$ cat src/design/lpfd_pkg.sv
// Package with shared constants for the length-prefixed frame deframer.
`default_nettype none
package lpfd_pkg;

  localparam int unsigned LengthLimitDefault = 1024;

  localparam int unsigned ByteW   = 8;
  localparam int unsigned LenW    = 16;
  localparam int unsigned LenOutW = 11;
  localparam int unsigned StatusW = 2;
  localparam int unsigned InTdataW  = 8;
  localparam int unsigned OutTdataW = 32;
  localparam int unsigned CfgIdxW   = 1;

  localparam logic [LenOutW-1:0] LenOutMax = 11'd2047;

  localparam logic [StatusW-1:0] StOk      = 2'd0;
  localparam logic [StatusW-1:0] StVersion = 2'd1;
  localparam logic [StatusW-1:0] StTooLong = 2'd2;
  localparam logic [StatusW-1:0] StTerm    = 2'd3;

  localparam logic [CfgIdxW-1:0] RegExpectedVersion = 1'd0;
  localparam logic [CfgIdxW-1:0] RegEndMarker       = 1'd1;

  localparam logic [ByteW-1:0] ExpectedVersionReset = 8'd1;
  localparam logic [ByteW-1:0] EndMarkerReset       = 8'd0;

endpackage
`default_nettype wire

$ cat src/design/length_prefixed_frame_deframer.sv
// Top level of the length-prefixed frame deframer with its output register.
`default_nettype none
// Parses a byte stream of frames made of a version byte, a type byte, a 16-bit
// big-endian payload length, the payload and a terminator byte. Every payload
// byte leaves as one transaction with the frame type and declared length; the
// terminator yields a closing transaction with tlast set and tuser giving the
// status. A wrong version byte or a declared length above LENGTH_LIMIT yields
// an error transaction at once and the search for a header restarts with the
// next byte. One byte is taken per clock cycle unless the input stalls: the
// parser state is updated in the cycle of the input transaction and the result
// is in the output register in the following cycle. The input stalls only while
// that output register holds a result that the downstream side does not take.
module length_prefixed_frame_deframer #(
  parameter int unsigned LENGTH_LIMIT = lpfd_pkg::LengthLimitDefault
) (
  input  wire logic                             clk_i,
  input  wire logic                             rst_ni,
  input  wire logic                             cfg_we_i,
  input  wire logic [lpfd_pkg::CfgIdxW-1:0]     cfg_idx_i,
  input  wire logic [lpfd_pkg::ByteW-1:0]       cfg_data_i,
  input  wire logic                             s_axis_tvalid,
  output logic                                  s_axis_tready,
  // Fields: rx_byte [7:0].
  input  wire logic [lpfd_pkg::InTdataW-1:0]    s_axis_tdata,
  output logic                                  m_axis_tvalid,
  input  wire logic                             m_axis_tready,
  // Fields: frame_type [7:0], data_byte [15:8], payload_length [26:16], zero [31:27].
  output logic [lpfd_pkg::OutTdataW-1:0]        m_axis_tdata,
  // Fields: status [1:0].
  output logic [lpfd_pkg::StatusW-1:0]          m_axis_tuser,
  output logic                                  m_axis_tlast
);

  localparam int unsigned CntW = $clog2(LENGTH_LIMIT + 1);
  localparam int unsigned PadW = lpfd_pkg::OutTdataW - 2 * lpfd_pkg::ByteW
                                 - lpfd_pkg::LenOutW;

  typedef enum logic [2:0] {
    PhVersion = 3'd0,
    PhType    = 3'd1,
    PhLenHi   = 3'd2,
    PhLenLo   = 3'd3,
    PhPayload = 3'd4,
    PhTerm    = 3'd5
  } phase_e;

  phase_e                        phase_q, phase_d;
  logic [lpfd_pkg::ByteW-1:0]    type_q, type_d;
  logic [lpfd_pkg::LenW-1:0]     len_q, len_d;
  logic [CntW-1:0]               cnt_q, cnt_d;
  logic [CntW-1:0]               cnt_inc;
  logic [lpfd_pkg::ByteW-1:0]    exp_ver_q;
  logic [lpfd_pkg::ByteW-1:0]    end_mark_q;

  logic                          res_vld;
  logic [lpfd_pkg::ByteW-1:0]    res_type;
  logic [lpfd_pkg::ByteW-1:0]    res_data;
  logic [lpfd_pkg::LenW-1:0]     res_len;
  logic [lpfd_pkg::StatusW-1:0]  res_status;
  logic                          res_eof;
  logic [lpfd_pkg::LenW-1:0]     full_len;
  logic [lpfd_pkg::LenOutW-1:0]  res_len_sat;

  logic                          out_vld_q;
  logic [lpfd_pkg::ByteW-1:0]    out_type_q;
  logic [lpfd_pkg::ByteW-1:0]    out_data_q;
  logic [lpfd_pkg::LenOutW-1:0]  out_len_q;
  logic [lpfd_pkg::StatusW-1:0]  out_status_q;
  logic                          out_eof_q;

  logic                          in_acc;
  logic [lpfd_pkg::ByteW-1:0]    rx_byte;

  assign s_axis_tready = !out_vld_q || m_axis_tready;
  assign in_acc        = s_axis_tvalid && s_axis_tready;
  assign rx_byte       = s_axis_tdata[lpfd_pkg::ByteW-1:0];
  assign cnt_inc       = cnt_q + CntW'(1);
  assign full_len      = {len_q[lpfd_pkg::LenW-1:lpfd_pkg::ByteW], rx_byte};

  always_comb begin
    phase_d    = phase_q;
    type_d     = type_q;
    len_d      = len_q;
    cnt_d      = cnt_q;
    res_vld    = 1'b0;
    res_type   = type_q;
    res_data   = '0;
    res_len    = len_q;
    res_status = lpfd_pkg::StOk;
    res_eof    = 1'b0;
    unique case (phase_q)
      PhType: begin
        type_d  = rx_byte;
        phase_d = PhLenHi;
      end
      PhLenHi: begin
        len_d   = {rx_byte, {lpfd_pkg::ByteW{1'b0}}};
        phase_d = PhLenLo;
      end
      PhLenLo: begin
        len_d   = full_len;
        cnt_d   = '0;
        res_len = full_len;
        if (full_len > lpfd_pkg::LenW'(LENGTH_LIMIT)) begin
          phase_d    = PhVersion;
          res_vld    = 1'b1;
          res_status = lpfd_pkg::StTooLong;
          res_eof    = 1'b1;
        end else if (full_len == '0) begin
          phase_d = PhTerm;
        end else begin
          phase_d = PhPayload;
        end
      end
      PhPayload: begin
        cnt_d    = cnt_inc;
        res_vld  = 1'b1;
        res_data = rx_byte;
        if (lpfd_pkg::LenW'(cnt_inc) >= len_q) begin
          phase_d = PhTerm;
        end
      end
      PhTerm: begin
        phase_d    = PhVersion;
        cnt_d      = '0;
        res_vld    = 1'b1;
        res_eof    = 1'b1;
        res_status = (rx_byte == end_mark_q) ? lpfd_pkg::StOk : lpfd_pkg::StTerm;
      end
      default: begin
        if (rx_byte != exp_ver_q) begin
          phase_d    = PhVersion;
          res_vld    = 1'b1;
          res_type   = '0;
          res_len    = '0;
          res_status = lpfd_pkg::StVersion;
          res_eof    = 1'b1;
        end else begin
          phase_d = PhType;
        end
      end
    endcase
  end

  assign res_len_sat = (res_len > lpfd_pkg::LenW'(lpfd_pkg::LenOutMax))
                       ? lpfd_pkg::LenOutMax : res_len[lpfd_pkg::LenOutW-1:0];

  always_ff @(posedge clk_i or negedge rst_ni) begin
    if (!rst_ni) begin
      phase_q      <= PhVersion;
      type_q       <= '0;
      len_q        <= '0;
      cnt_q        <= '0;
      exp_ver_q    <= lpfd_pkg::ExpectedVersionReset;
      end_mark_q   <= lpfd_pkg::EndMarkerReset;
      out_vld_q    <= 1'b0;
      out_type_q   <= '0;
      out_data_q   <= '0;
      out_len_q    <= '0;
      out_status_q <= '0;
      out_eof_q    <= 1'b0;
    end else begin
      if (cfg_we_i) begin
        unique case (cfg_idx_i)
          lpfd_pkg::RegExpectedVersion: exp_ver_q  <= cfg_data_i;
          lpfd_pkg::RegEndMarker:       end_mark_q <= cfg_data_i;
          default:                      ;
        endcase
      end
      if (in_acc) begin
        phase_q <= phase_d;
        type_q  <= type_d;
        len_q   <= len_d;
        cnt_q   <= cnt_d;
      end
      if (s_axis_tready) begin
        out_vld_q <= in_acc && res_vld;
      end
      if (in_acc && res_vld) begin
        out_type_q   <= res_type;
        out_data_q   <= res_data;
        out_len_q    <= res_len_sat;
        out_status_q <= res_status;
        out_eof_q    <= res_eof;
      end
    end
  end

  assign m_axis_tvalid = out_vld_q;
  assign m_axis_tdata  = {{PadW{1'b0}}, out_len_q, out_data_q, out_type_q};
  assign m_axis_tuser  = out_status_q;
  assign m_axis_tlast  = out_eof_q;

`ifndef SYNTHESIS
  a_payload_len_nonzero: assert property (@(posedge clk_i) disable iff (!rst_ni)
    phase_q == PhPayload |-> (len_q != '0 && lpfd_pkg::LenW'(cnt_q) < len_q))
    else $error("payload phase with an exhausted length");

  a_error_is_last: assert property (@(posedge clk_i) disable iff (!rst_ni)
    (m_axis_tvalid && m_axis_tuser != lpfd_pkg::StOk) |-> m_axis_tlast)
    else $error("error status on a result that does not close the frame");

  a_payload_in_limit: assert property (@(posedge clk_i) disable iff (!rst_ni)
    (phase_q == PhPayload || phase_q == PhTerm) |-> len_q <= lpfd_pkg::LenW'(LENGTH_LIMIT))
    else $error("accepted frame length exceeds the limit");

  a_no_result_mid_header: assert property (@(posedge clk_i) disable iff (!rst_ni)
    (in_acc && (phase_q == PhType || phase_q == PhLenHi)) |=> !m_axis_tvalid)
    else $error("result produced by a header byte");
`endif

endmodule
`default_nettype wire

$ cat config.mk
export PLATFORM = sky130hd
export DESIGN_NAME = length_prefixed_frame_deframer
export DESIGN_NICKNAME = d
export VERILOG_FILES = /design/src/design/lpfd_pkg.sv /design/src/design/length_prefixed_frame_deframer.sv
export SDC_FILE = /design/constraint.sdc
export NUM_CORES = 1
export LEC_CHECK = 0
export BUFFER_PORTS_ARGS = -buffer_cell sky130_fd_sc_hd__buf_2
export CORE_ASPECT_RATIO = 1.4
export CORE_MARGIN = 1.5
export CORE_UTILIZATION = 60
export CTS_CLUSTER_DIAMETER = 30
export CTS_CLUSTER_SIZE = 20
export DETAILED_ROUTE_END_ITERATION = 8
export HOLD_SLACK_MARGIN = 0.05
export PLACE_DENSITY_LB_ADDON = 0.15
export SYNTH_ARGS = -nofsm -noshare
export SYNTH_HDL_FRONTEND = slang
export SYNTH_SLANG_ARGS = --single-unit
$ cat constraint.sdc
create_clock -name clk_i -period 5.7 [get_ports clk_i]
set_input_delay 0 -clock clk_i [delete_from_list [all_inputs] [get_ports clk_i]]
set_output_delay 0 -clock clk_i [all_outputs]
set_load 0.01 [all_outputs]
* Word level (Yosys, flattened, before mapping)
Index checks and enable logic that the tools add are counted.
Storage, ports and cells: output and inout bits 37, register bits 85, logic and storage cells 68, bits of input ports 22
Cells by class: muxes and demuxes 21, bitwise logic cells 2, add/subtract/negate cells 1, eq/ne operators 8, reductions and logical operators 20, magnitude comparators 3
Operators by type and width (number):
- 16-bit case mux with 2 select lines | 2
- 16-bit by 11-bit greater-than comparator with 1-bit output (second input constant) | 2
- 8-bit two-way mux | 3
- 11-bit case mux with 2 select lines | 1
- 11-bit by 16-bit >= comparator with 1-bit output | 1
- 16-bit logical NOT | 1
- 16-bit two-way mux | 1
- 3-bit case mux with 5 select lines | 1
- 2-bit AND reduction | 6
- 11-bit by 1-bit adder with 11-bit output (second input constant) | 1
- 11-bit two-way mux | 1
- 8-bit equality test | 1
- 8-bit inequality test | 1
- 3-bit by 2-bit equality test with 1-bit output (second input constant) | 2
- 3-bit equality test (second input constant) | 2
- 3-bit two-way mux | 2
- 1-bit case mux with 3 select lines | 2
- 2-bit case mux with 3 select lines | 1
- 2-bit OR reduction | 3
- 1-bit two-way mux | 5
- 5-bit OR reduction | 1
- 2-bit two-way mux | 2
- 2-bit nonzero test | 2
- 4-bit OR reduction | 1
- other kinds (8) | 10

* Depth between registers and ports, before layout
Gate-level depths: netlist of run 1.
word-level depth 5, gate-level depth with buffers 11, depth with buffers taken out 11

* Worst setup path before layout of run 1
Ideal clock, no wire load.
path type register to register, start point register cnt_q[0], end point register phase_q[2], path slack 3.069 ns, buffers on the path 0, cell stages (with the launch flop) 12, library setup time 0.136 ns, clock period less this slack 2.631 ns, data arrival time 2.494 ns, data required time 5.564 ns, cell sequence dfrtp_1 > ha_1 > nand2_1 > nor3_1 > nand3_1 > xnor2_1 > ha_1 > nand3_1 > a211oi_1 > a21oi_1 > a2111oi_0 > o21ai_0
Between the ends: longest elaborated chain between the ends 4
Ends and longest elaborated chain:
- from (decl) | line length_prefixed_frame_deframer.sv:50 | logic [CntW-1:0] cnt_q, cnt_d;
- from (signal assigned) | line length_prefixed_frame_deframer.sv:174 | cnt_q <= cnt_d;
- 11-bit by 1-bit adder with 11-bit output | line length_prefixed_frame_deframer.sv:77 | assign cnt_inc = cnt_q + CntW'(1);
- 11-bit by 16-bit >= comparator with 1-bit output | line length_prefixed_frame_deframer.sv:119 | if (lpfd_pkg::LenW'(cnt_inc) >= len_q) begin
- 2-bit inequality test (no source line)
- 2-bit AND reduction (no source line)
- to (signal assigned) | line length_prefixed_frame_deframer.sv:150 | phase_q <= PhVersion;
- to (signal assigned) | line length_prefixed_frame_deframer.sv:171 | phase_q <= phase_d;
- to (decl) | line length_prefixed_frame_deframer.sv:47 | phase_e phase_q, phase_d;
Every way passes these cells. A chain may end at the register's enable or synchronous reset.

* Final worst setup path of run 1
Ends and elaborated chain as after synthesis.

==> results of run 1 <==
-- worst reg2reg max path, delay by kind of cell (launching register included) --
kind,cells,cell delay [ns]
AO/OA/AOI/OAI,4,0.86
AND/OR/NAND/NOR,4,0.84
adder cells (fa/ha/maj),2,0.57
flip-flops,1,0.43
XOR/XNOR,1,0.17
-- worst max path at each step --
| stage | cells after the start | to | slack (ns) |
|---|---|---|---|
| global placement | 11 | phase_q[2]$_DFFE_PN0P_ | 2.88 |
| detailed placement | 11 | phase_q[2]$_DFFE_PN0P_ | 2.74 |
| CTS | 11 | phase_q[2]$_DFFE_PN0P_ | 2.73 |
| finish | 11 | phase_q[2]$_DFFE_PN0P_ | 2.71 |
| floorplan | 11 | phase_q[2]$_DFFE_PN0P_ | 3.07 |
| global route | 11 | phase_q[2]$_DFFE_PN0P_ | 2.22 |
-- area by class of cell --
type / count / share of cell area (%)
inverter: 29 / 2.13
clock buffer: 12 / 3.03
clock inverter: 4 / 1.37
sequential: 85 / 41.6
timing repair buffer: 72 / 8.91
tap: 97 / 2.37
multi-input combinational: 283 / 40.6
-- synthesized netlist by cell type, types with 3 or more instances --
master / count
a21o_1: 3
a21oi_1: 15
a31oi_1: 3
a32o_1: 3
buf_2: 7
buf_4: 6
buf_6: 3
clkbuf_1: 11
dfrtp_1: 84
ha_1: 14
inv_1: 28
mux2_2: 34
mux2_4: 13
mux2i_1: 17
nand2_1: 53
nand2b_1: 3
nand3_1: 13
nor2_1: 12
nor2b_1: 3
nor3_1: 3
nor4_1: 5
o21ai_0: 33
o31ai_1: 3
xnor2_1: 12
xor2_1: 13
-- through the flow --
| step | total power [mW] | instances | cell area (sq um) |
|---|---|---|---|
| 6_report | 2.11 | 582 | 5110 |
| 3_3_place_gp | 1.61 | 548 | 4710 |
| 3_5_place_dp | 1.64 | 548 | 4710 |
| 4_1_cts | 2.13 | 582 | 5110 |
| 5_1_grt | 2.25 | 582 | 5110 |
| 2_1_floorplan | 1.46 | 426 | 4510 |
-- what timing repair did --
item                                    CTS  global route
resized for setup                         0             0
endpoints found under the setup margin    0             0
hold buffers                             18             0
endpoints found under the hold margin   121             0
-- layout by cell type (no fill, tap or decap), types with 3 or more instances in the layout --
master,Yosys,layout
xor2_1,13,13
nor2b_1,3,3
conb_1,1,5
o21ai_0,33,33
nor4_1,5,5
a32o_1,3,3
nand2_1,53,53
nand2b_1,3,3
dfrtp_1,84,84
clkbuf_8,0,11
dlygate4sd3_1,0,18
a31oi_1,3,3
o31ai_1,3,3
ha_1,14,14
buf_2,7,52
mux2_4,13,13
xnor2_1,12,12
inv_1,28,28
mux2i_1,17,17
nor2_1,12,12
a21oi_1,15,15
nand3_1,13,13
nor3_1,3,3
mux2_2,34,34
-- where the power goes --
part	leakage [nW]	switching [mW]	total (mW)	internal, mW
clock network	0.116	0.211	0.481	0.270
registers	1.10	0.112	0.871	0.760
logic	1.23	0.391	0.762	0.371
-- registers in the layout, indices dropped and copies added, names as in the netlist, 2 cells and up --
register,cells
type_q,8
len_q,16
out_data_q,8
cnt_q,11
out_len_q,11
exp_ver_q,8
end_mark_q,8
m_axis_tuser,2
out_type_q,8
phase_q,3
-- metal layers --
layer | GRT usage, % | up-vias | share of wire [%]
li1 | - | 1561 | -
met1 | 32.3 | 1579 | 44
met2 | 41.4 | 63 | 50
met3 | 4.16 | 15 | 3.2
met4 | 12.4 | 0 | 2.0
met5 | 0 | - | 0
-- kinds of logic (layout without fill, tap and decap cells) --
kind of cell             Yosys count  count (layout)  share of synthesized area (%)
AO/OA/AOI/OAI                     73              73                           9.86
AND/OR/NAND/NOR                  102             102                           10.4
buffers and inverters             58             117                           6.77
adder cells (fa/ha/maj)           14              14                           3.90
flip-flops                        85              85                           47.4
other                              1               5                         0.0835
XOR/XNOR                          25              25                           4.88
multiplexers                      64              64                           16.7
==> results.md, run 1 <==
* F_max at 334 MHz
* Main synth FF type: dfrtp_1
* Routability cong. at 0.938
* Antenna Cells at 0
* # rows at 37
* Hold depth at 3
* Cell Area, Synth at 4490 sq um
* Share of layout cells above drive strength 1 at 25.2%
* Critical Path Source: cnt_q[0]$_DFFE_PN0P_
* Largest net degree at the start of global routing at 86
* Slew headroom at 26.2%
* Startpoint of the worst register-to-register path: cnt_q[0]$_DFFE_PN0P_
* Slew Limit Fails at 0
* ANT nets after route at 0
* Max IR drop VDD at 279 uV
* Seq cells post-synth at 85
* Crit-path max FO at 6
* Slowest library cell on the worst path: dfrtp_1
* Max cap viols at 0
* Final WL at 9260 microns
* Reg2Reg Setup Slack at 2.71 ns
* CTS tree: built
* Run status: finished clean
* Clock sinks at 85
* Floorplan die width at 76.1 microns
* Initial core utilization at 61.4%
* DRC at 0
* Yosys top cell by area: dfrtp_1
* Setup_tns at 0 ns
* Required time worst endpoint at 5.94 ns
* Unrepaired setup endpoints after global routing: no
* Pre-Repair DR Iteration Count at 5
* Top Family by Delay on Critical Path: compound AO/OA/AOI/OAI gates
* Seq/Total Area, Yosys at 47.4%
* I/O Pins at 59
* Hold Crit Endpoint: phase_q[0]$_DFFE_PN0P_
* Vias post-DR at 3218
* Routed length per instance at 15.9 microns
* DP Worst Slack at 2.74 ns
* Critical path startpoint category: flip-flop
* Power per cell area at 413 nW/um^2
* H-tree levels at 3
* Area of the multi-input gates at 2070 sq um
* Fillers at 588
* Via density at 5.53
* Tot GR Track Use at 25.2%
* Actual slew at the worst max-slew pin at 1.10 ns
* Fin nets at 516
* Fin. Hold Viols at 0
* CP bufs+invs at 0
* Register area at 2130 sq um
* Synth area leaders: dfrtp_1 (47%), mux2_2 (8.5%), nand2_1 (4.4%)
* CTS Root Buffer Type: clkbuf_8
* Setup bufs post-CTS at 0
* Yosys Warn Count at 0
* Vias in the first global route at 3280
* Core area at 7310 sq um
* Synth top area share at 46.8%
* Largest stage delay, worst path at 0.43 ns
* Min Tclk post-route at 2.99 ns
* Crit Path Category: reg2reg
* Clk buf depth at 2
* DRT iter0 DRCs at 163
* Clk slew on worst S/H paths at 0.09 ns
* Chip Height at 105 microns
* PnR worst setup slack at 2.71 ns
* Pleak at 2.44 nW
* Critical Path End Type: flip-flop
* CTS Buf Count at 9
* Global-route wire length before repair at 15800 microns
* Area grow syn2layout at 13.9%
* Post-synth ARST share at 100%
* Finished Core Util at 69.9%
* Worst Min Path Start: s_axis_tvalid
* Buffers on Ports at 53
* Post-synth EDFFs at 0
* Clk_lat worst skew at 0.36 ns
* Reg2reg path depth at 11
* Synth Instances at 422
* Post-route clock period utilization at 52.5%
* Initial antenna violation count at 0
* Worst hold path class: in2reg
* Arrival time at the worst endpoint at 3.24 ns
* DP Wirelength at 6320 microns
* Worst Skew at 0.0118 ns
* Endpoints failing setup at 0
* Synth unique cells at 45
* CP Cell Sequence: ha_1, nand2_1, nor3_1, nand3_1, xnor2_1, ha_1, nand3_1, a211oi_1, a21oi_1, a2111oi_0, o21ai_0
* GRT overflow at 0
* Die area at 8020 sq um
* Mean area per synthesized cell at 10.6 sq um
* Hold Worst Slack at 0.137 ns
* Reg-to-Reg End: phase_q[2]$_DFFE_PN0P_
Power figures use the tool's default switching activity.
==> inputs of run 2 (changes only) <==
--- a/config.mk
+++ b/config.mk
@@ -5,10 +5,11 @@
 export SDC_FILE = /design/constraint.sdc
 export NUM_CORES = 1
 export LEC_CHECK = 0
+export ABC_AREA = 1
 export BUFFER_PORTS_ARGS = -buffer_cell sky130_fd_sc_hd__buf_2
 export CORE_ASPECT_RATIO = 1.4
 export CORE_MARGIN = 1.5
-export CORE_UTILIZATION = 60
+export CORE_UTILIZATION = 53
 export CTS_CLUSTER_DIAMETER = 30
 export CTS_CLUSTER_SIZE = 20
 export DETAILED_ROUTE_END_ITERATION = 8
==> constraint.sdc (replaced) <==
create_clock -name clk_i -period 2.7 [get_ports clk_i]
set_input_delay 0 -clock clk_i [delete_from_list [all_inputs] [get_ports clk_i]]
set_output_delay 0 -clock clk_i [all_outputs]
set_load 0.01 [all_outputs]
==> results.md, run 2 <==
* Slew headroom at 45.9% (+20 points)
* Worst Min Path Start: s_axis_tdata[5]
* Slowest library cell on the worst path: dfrtp_1
* DP Wirelength at 7760 microns (+23%)
* Cell Area, Synth at 4640 sq um (+3.4%)
* Largest net degree at the start of global routing at 52 (-40%)
* DRC at 0 (unchanged)
* Hold Worst Slack at 0.0562 ns (-0.0810 ns)
* Buffers on Ports at 53 (unchanged)
* CTS Buf Count at 9 (unchanged)
* Fin. Hold Viols at 0 (unchanged)
* Synth area leaders: dfrtp_1 (45%), nand2_1 (15%), inv_1 (5.7%)
* Die area at 9340 sq um (+16%)
* DP Worst Slack at 0.0222 ns (-2.72 ns)
* Initial antenna violation count at 0 (unchanged)
* Global-route wire length before repair at 17700 microns (+12%)
* Commonest cells in the netlist: nand2_1 (186), dfrtp_1 (84), inv_1 (71), nor2_1 (69), nand3_1 (51)
* Yosys Warn Count at 0 (unchanged)
* Max reg flops at 16 (unchanged)
* Worst hold path class: in2reg
* PnR worst setup slack at 0.0990 ns (-2.61 ns)
* Max IR drop VDD at 362 uV (+30%)
* Top Family by Delay on Critical Path: simple AND/OR/NAND/NOR gates
* Largest stage delay, worst path at 0.38 ns (-0.05 ns)
* Clk slew on worst S/H paths at 0.06 ns (-0.03 ns)
* Crit-path max FO at 4 (-2)
* Reg2reg path depth at 15 (+4)
* Reg2Reg Setup Slack at 0.1 ns (-2.61 ns)
* Run status: finished clean
* Post-synth ARST share at 100% (unchanged)
* Startpoint of the worst register-to-register path: cnt_q[1]$_DFFE_PN0P_
* Clk buf depth at 2 (unchanged)
* Critical path startpoint category: flip-flop
* Post-synth EDFFs at 0 (unchanged)
* Min Tclk post-route at 2.60 ns (-0.390 ns)
* Crit Path Category: reg2reg
* Final WL at 10600 microns (+14%)
* Post-route clock period utilization at 96.3% (+44 points)
* Inst Count DP at 761 (+39%)
* Area grow syn2layout at 16.9%
* Endpoints failing setup at 0 (unchanged)
* Actual slew at the worst max-slew pin at 0.803 ns (-0.292 ns)
* Core area at 8560 sq um (+17%)
* CP bufs+invs at 0 (unchanged)
* Clock sinks at 85 (unchanged)
* Vias post-DR at 3961 (+23%)
* Synth Area in Compound Gates at 8.30% (-1.6 points)
* Synth Area in XOR/XNOR at 3.77% (-1.1 points)
* Largest regs: len_q (16), cnt_q (11), out_len_q (11)
* Routability cong. at 0.959 (+2.2%)
* Total power draw at 3.10 mW (+47%)
* Synth top area share at 45.3% (-1.5 points)
* Required time worst endpoint at 2.93 ns (-3.01 ns)
* Synth Instances at 616 (+46%)
* Clk_lat worst skew at 0.34 ns (-0.02 ns)
* Synth unique cells at 32 (-29%)
* Fillers at 760 (+29%)
* Share of layout cells above drive strength 1 at 14.2% (-11 points)
* Chip Height at 114 microns (+8.0%)
* Critical Path End Type: flip-flop
* CTS Root Buffer Type: clkbuf_16
* ANT nets after route at 0 (unchanged)
* Fin nets at 717 (+39%)
* Mean area per synthesized cell at 7.54 sq um (-29%)
* Arrival time at the worst endpoint at 2.83 ns (-0.41 ns)
* Via density at 5.02 (-9.2%)
* Main synth FF type: dfrtp_1
* Hold Crit Endpoint: type_q[5]$_DFFE_PN0P_
* Synth Area in Simple Gates at 29.2% (+19 points)
* Yosys top cell by area: dfrtp_1
* GRT overflow at 0 (unchanged)
* Unrepaired setup endpoints after global routing: yes
* Reg-to-Reg End: phase_q[2]$_DFFE_PN0P_
* Routed length per instance at 13.4 microns (-16%)
* Layout Cells excl Fill at 789 (+36%)
* Hold depth at 3 (unchanged)
* Power per cell area at 572 nW/um^2 (+38%)
* Commonest non-fill, non-tap cell in the layout: nand2_1
* Vias in the first global route at 3874 (+18%)
* Antenna Cells at 0 (unchanged)
* Pre-Repair DR Iteration Count at 4 (-1)
* Slew Limit Fails at 0 (unchanged)
* Tot GR Track Use at 25.2% (about the same)
* Floorplan die width at 82.1 microns (+7.9%)
* Top-count cell post-synth: nand2_1
* Adder-cell area share of the yosys netlist at 3.77% (-0.13 points)
* DRT iter0 DRCs at 215 (+32%)
* Seq/Total Area, Yosys at 45.8% (-1.6 points)
* Pleak at 2.98 nW (+22%)
* Biggest register: len_q
* Largest family of logic cells by synthesized area: simple AND/OR/NAND/NOR gates
* F_max at 384 MHz (+15%)
* H-tree levels at 3 (unchanged)
* # rows at 40 (+8.1%)
* I/O Pins at 59 (unchanged)
* Seq cells post-synth at 85 (unchanged)
* Post-synthesis mux area share at 0% (-17 points)
* Finished Core Util at 63.4% (-6.5 points)
* Worst Skew at 0.00529 ns (-0.00652 ns)
* CTS tree: built
* CP Cell Sequence: ha_2, nand3_4, nor2_4, nand4_1, or2_4, or2_1, and2_1, ha_1, nand4_1, nor2_2, nand3_1, nand4_1, nand2_1, nand2_1, nand2_1
* Most frequent cells in the layout: nand2_1 (186), dfrtp_1 (84), inv_1 (71)
* Max cap viols at 0 (unchanged)
* Initial core utilization at 54.3% (-7.1 points)
-- run 2: stage by stage --
stage	cell area, sq um	TNS (ns)
after detailed placement	4980	0
after CTS	5380	0
final	5430	0
after floorplan	4660	0
after global placement	4980	0
after global routing	5430	-0.0947
-- run 2: layer usage --
metal | up-vias | GRT usage (%) | wire [microns]
met3 | 21 | 4.72 | 400
met4 | 0 | 12.8 | 305
met5 | - | 0 | 0
li1 | 2044 | - | -
met1 | 1810 | 29.6 | 4510
met2 | 86 | 42.8 | 5370
-- run 2: repair_timing --
item	CTS	global route
hold buffers	12	0
endpoints found under the hold margin	69	0
setup buffers	0	2
gates resized for setup	1	8
setup endpoints to repair	1	3
pin swaps	0	6
-- run 2: final cells by class --
class	count	area, sq um	share of cell area, %
tap	105	131	2.42
multi-input combinational	434	2140	39.5
inverter	77	289	5.33
clock buffer	12	246	4.54
timing repair buffer	74	455	8.39
sequential	85	2130	39.2
clock inverter	2	35.0	0.646
-- run 2: cell families after synthesis --
kind of cell    after synthesis
compound gates               72
xor+xnor                     20
fa+ha+maj                    14
buf+inv                     101
flops                        85
other cells                   1
simple gates                323
-- run 2: report_power, final --
| part | switching [mW] | internal (mW) |
|---|---|---|
| clock network | 0.470 | 0.730 |
| registers | 0.0673 | 1.37 |
| logic | 0.282 | 0.180 |
| total | 0.819 | 2.28 |
-- run 2: worst max-delay path by stage --
| stage | startpoint | end | slack [ns] | cells after the start |
|---|---|---|---|---|
| 5_1_grt | cnt_q[1]$_DFFE_PN0P_ | phase_q[2]$_DFFE_PN0P_ | -0.07 | 15 |
| 3_3_place_gp | cnt_q[1]$_DFFE_PN0P_ | phase_q[2]$_DFFE_PN0P_ | 0.13 | 15 |
| 3_5_place_dp | cnt_q[0]$_DFFE_PN0P_ | phase_q[2]$_DFFE_PN0P_ | 0.02 | 15 |
| 6_report | cnt_q[1]$_DFFE_PN0P_ | phase_q[2]$_DFFE_PN0P_ | 0.1 | 15 |
| 2_1_floorplan | cnt_q[0]$_DFFE_PN0P_ | phase_q[2]$_DFFE_PN0P_ | 0.24 | 15 |
| 4_1_cts | cnt_q[0]$_DFFE_PN0P_ | phase_q[2]$_DFFE_PN0P_ | 0.04 | 15 |
-- run 2: worst reg2reg max path, delay by kind of cell (launching register included) --
family	cells	cell delay, ns
adder cells (fa/ha/maj)	2	0.50
flip-flops	1	0.38
AND/OR/NAND/NOR	13	1.62
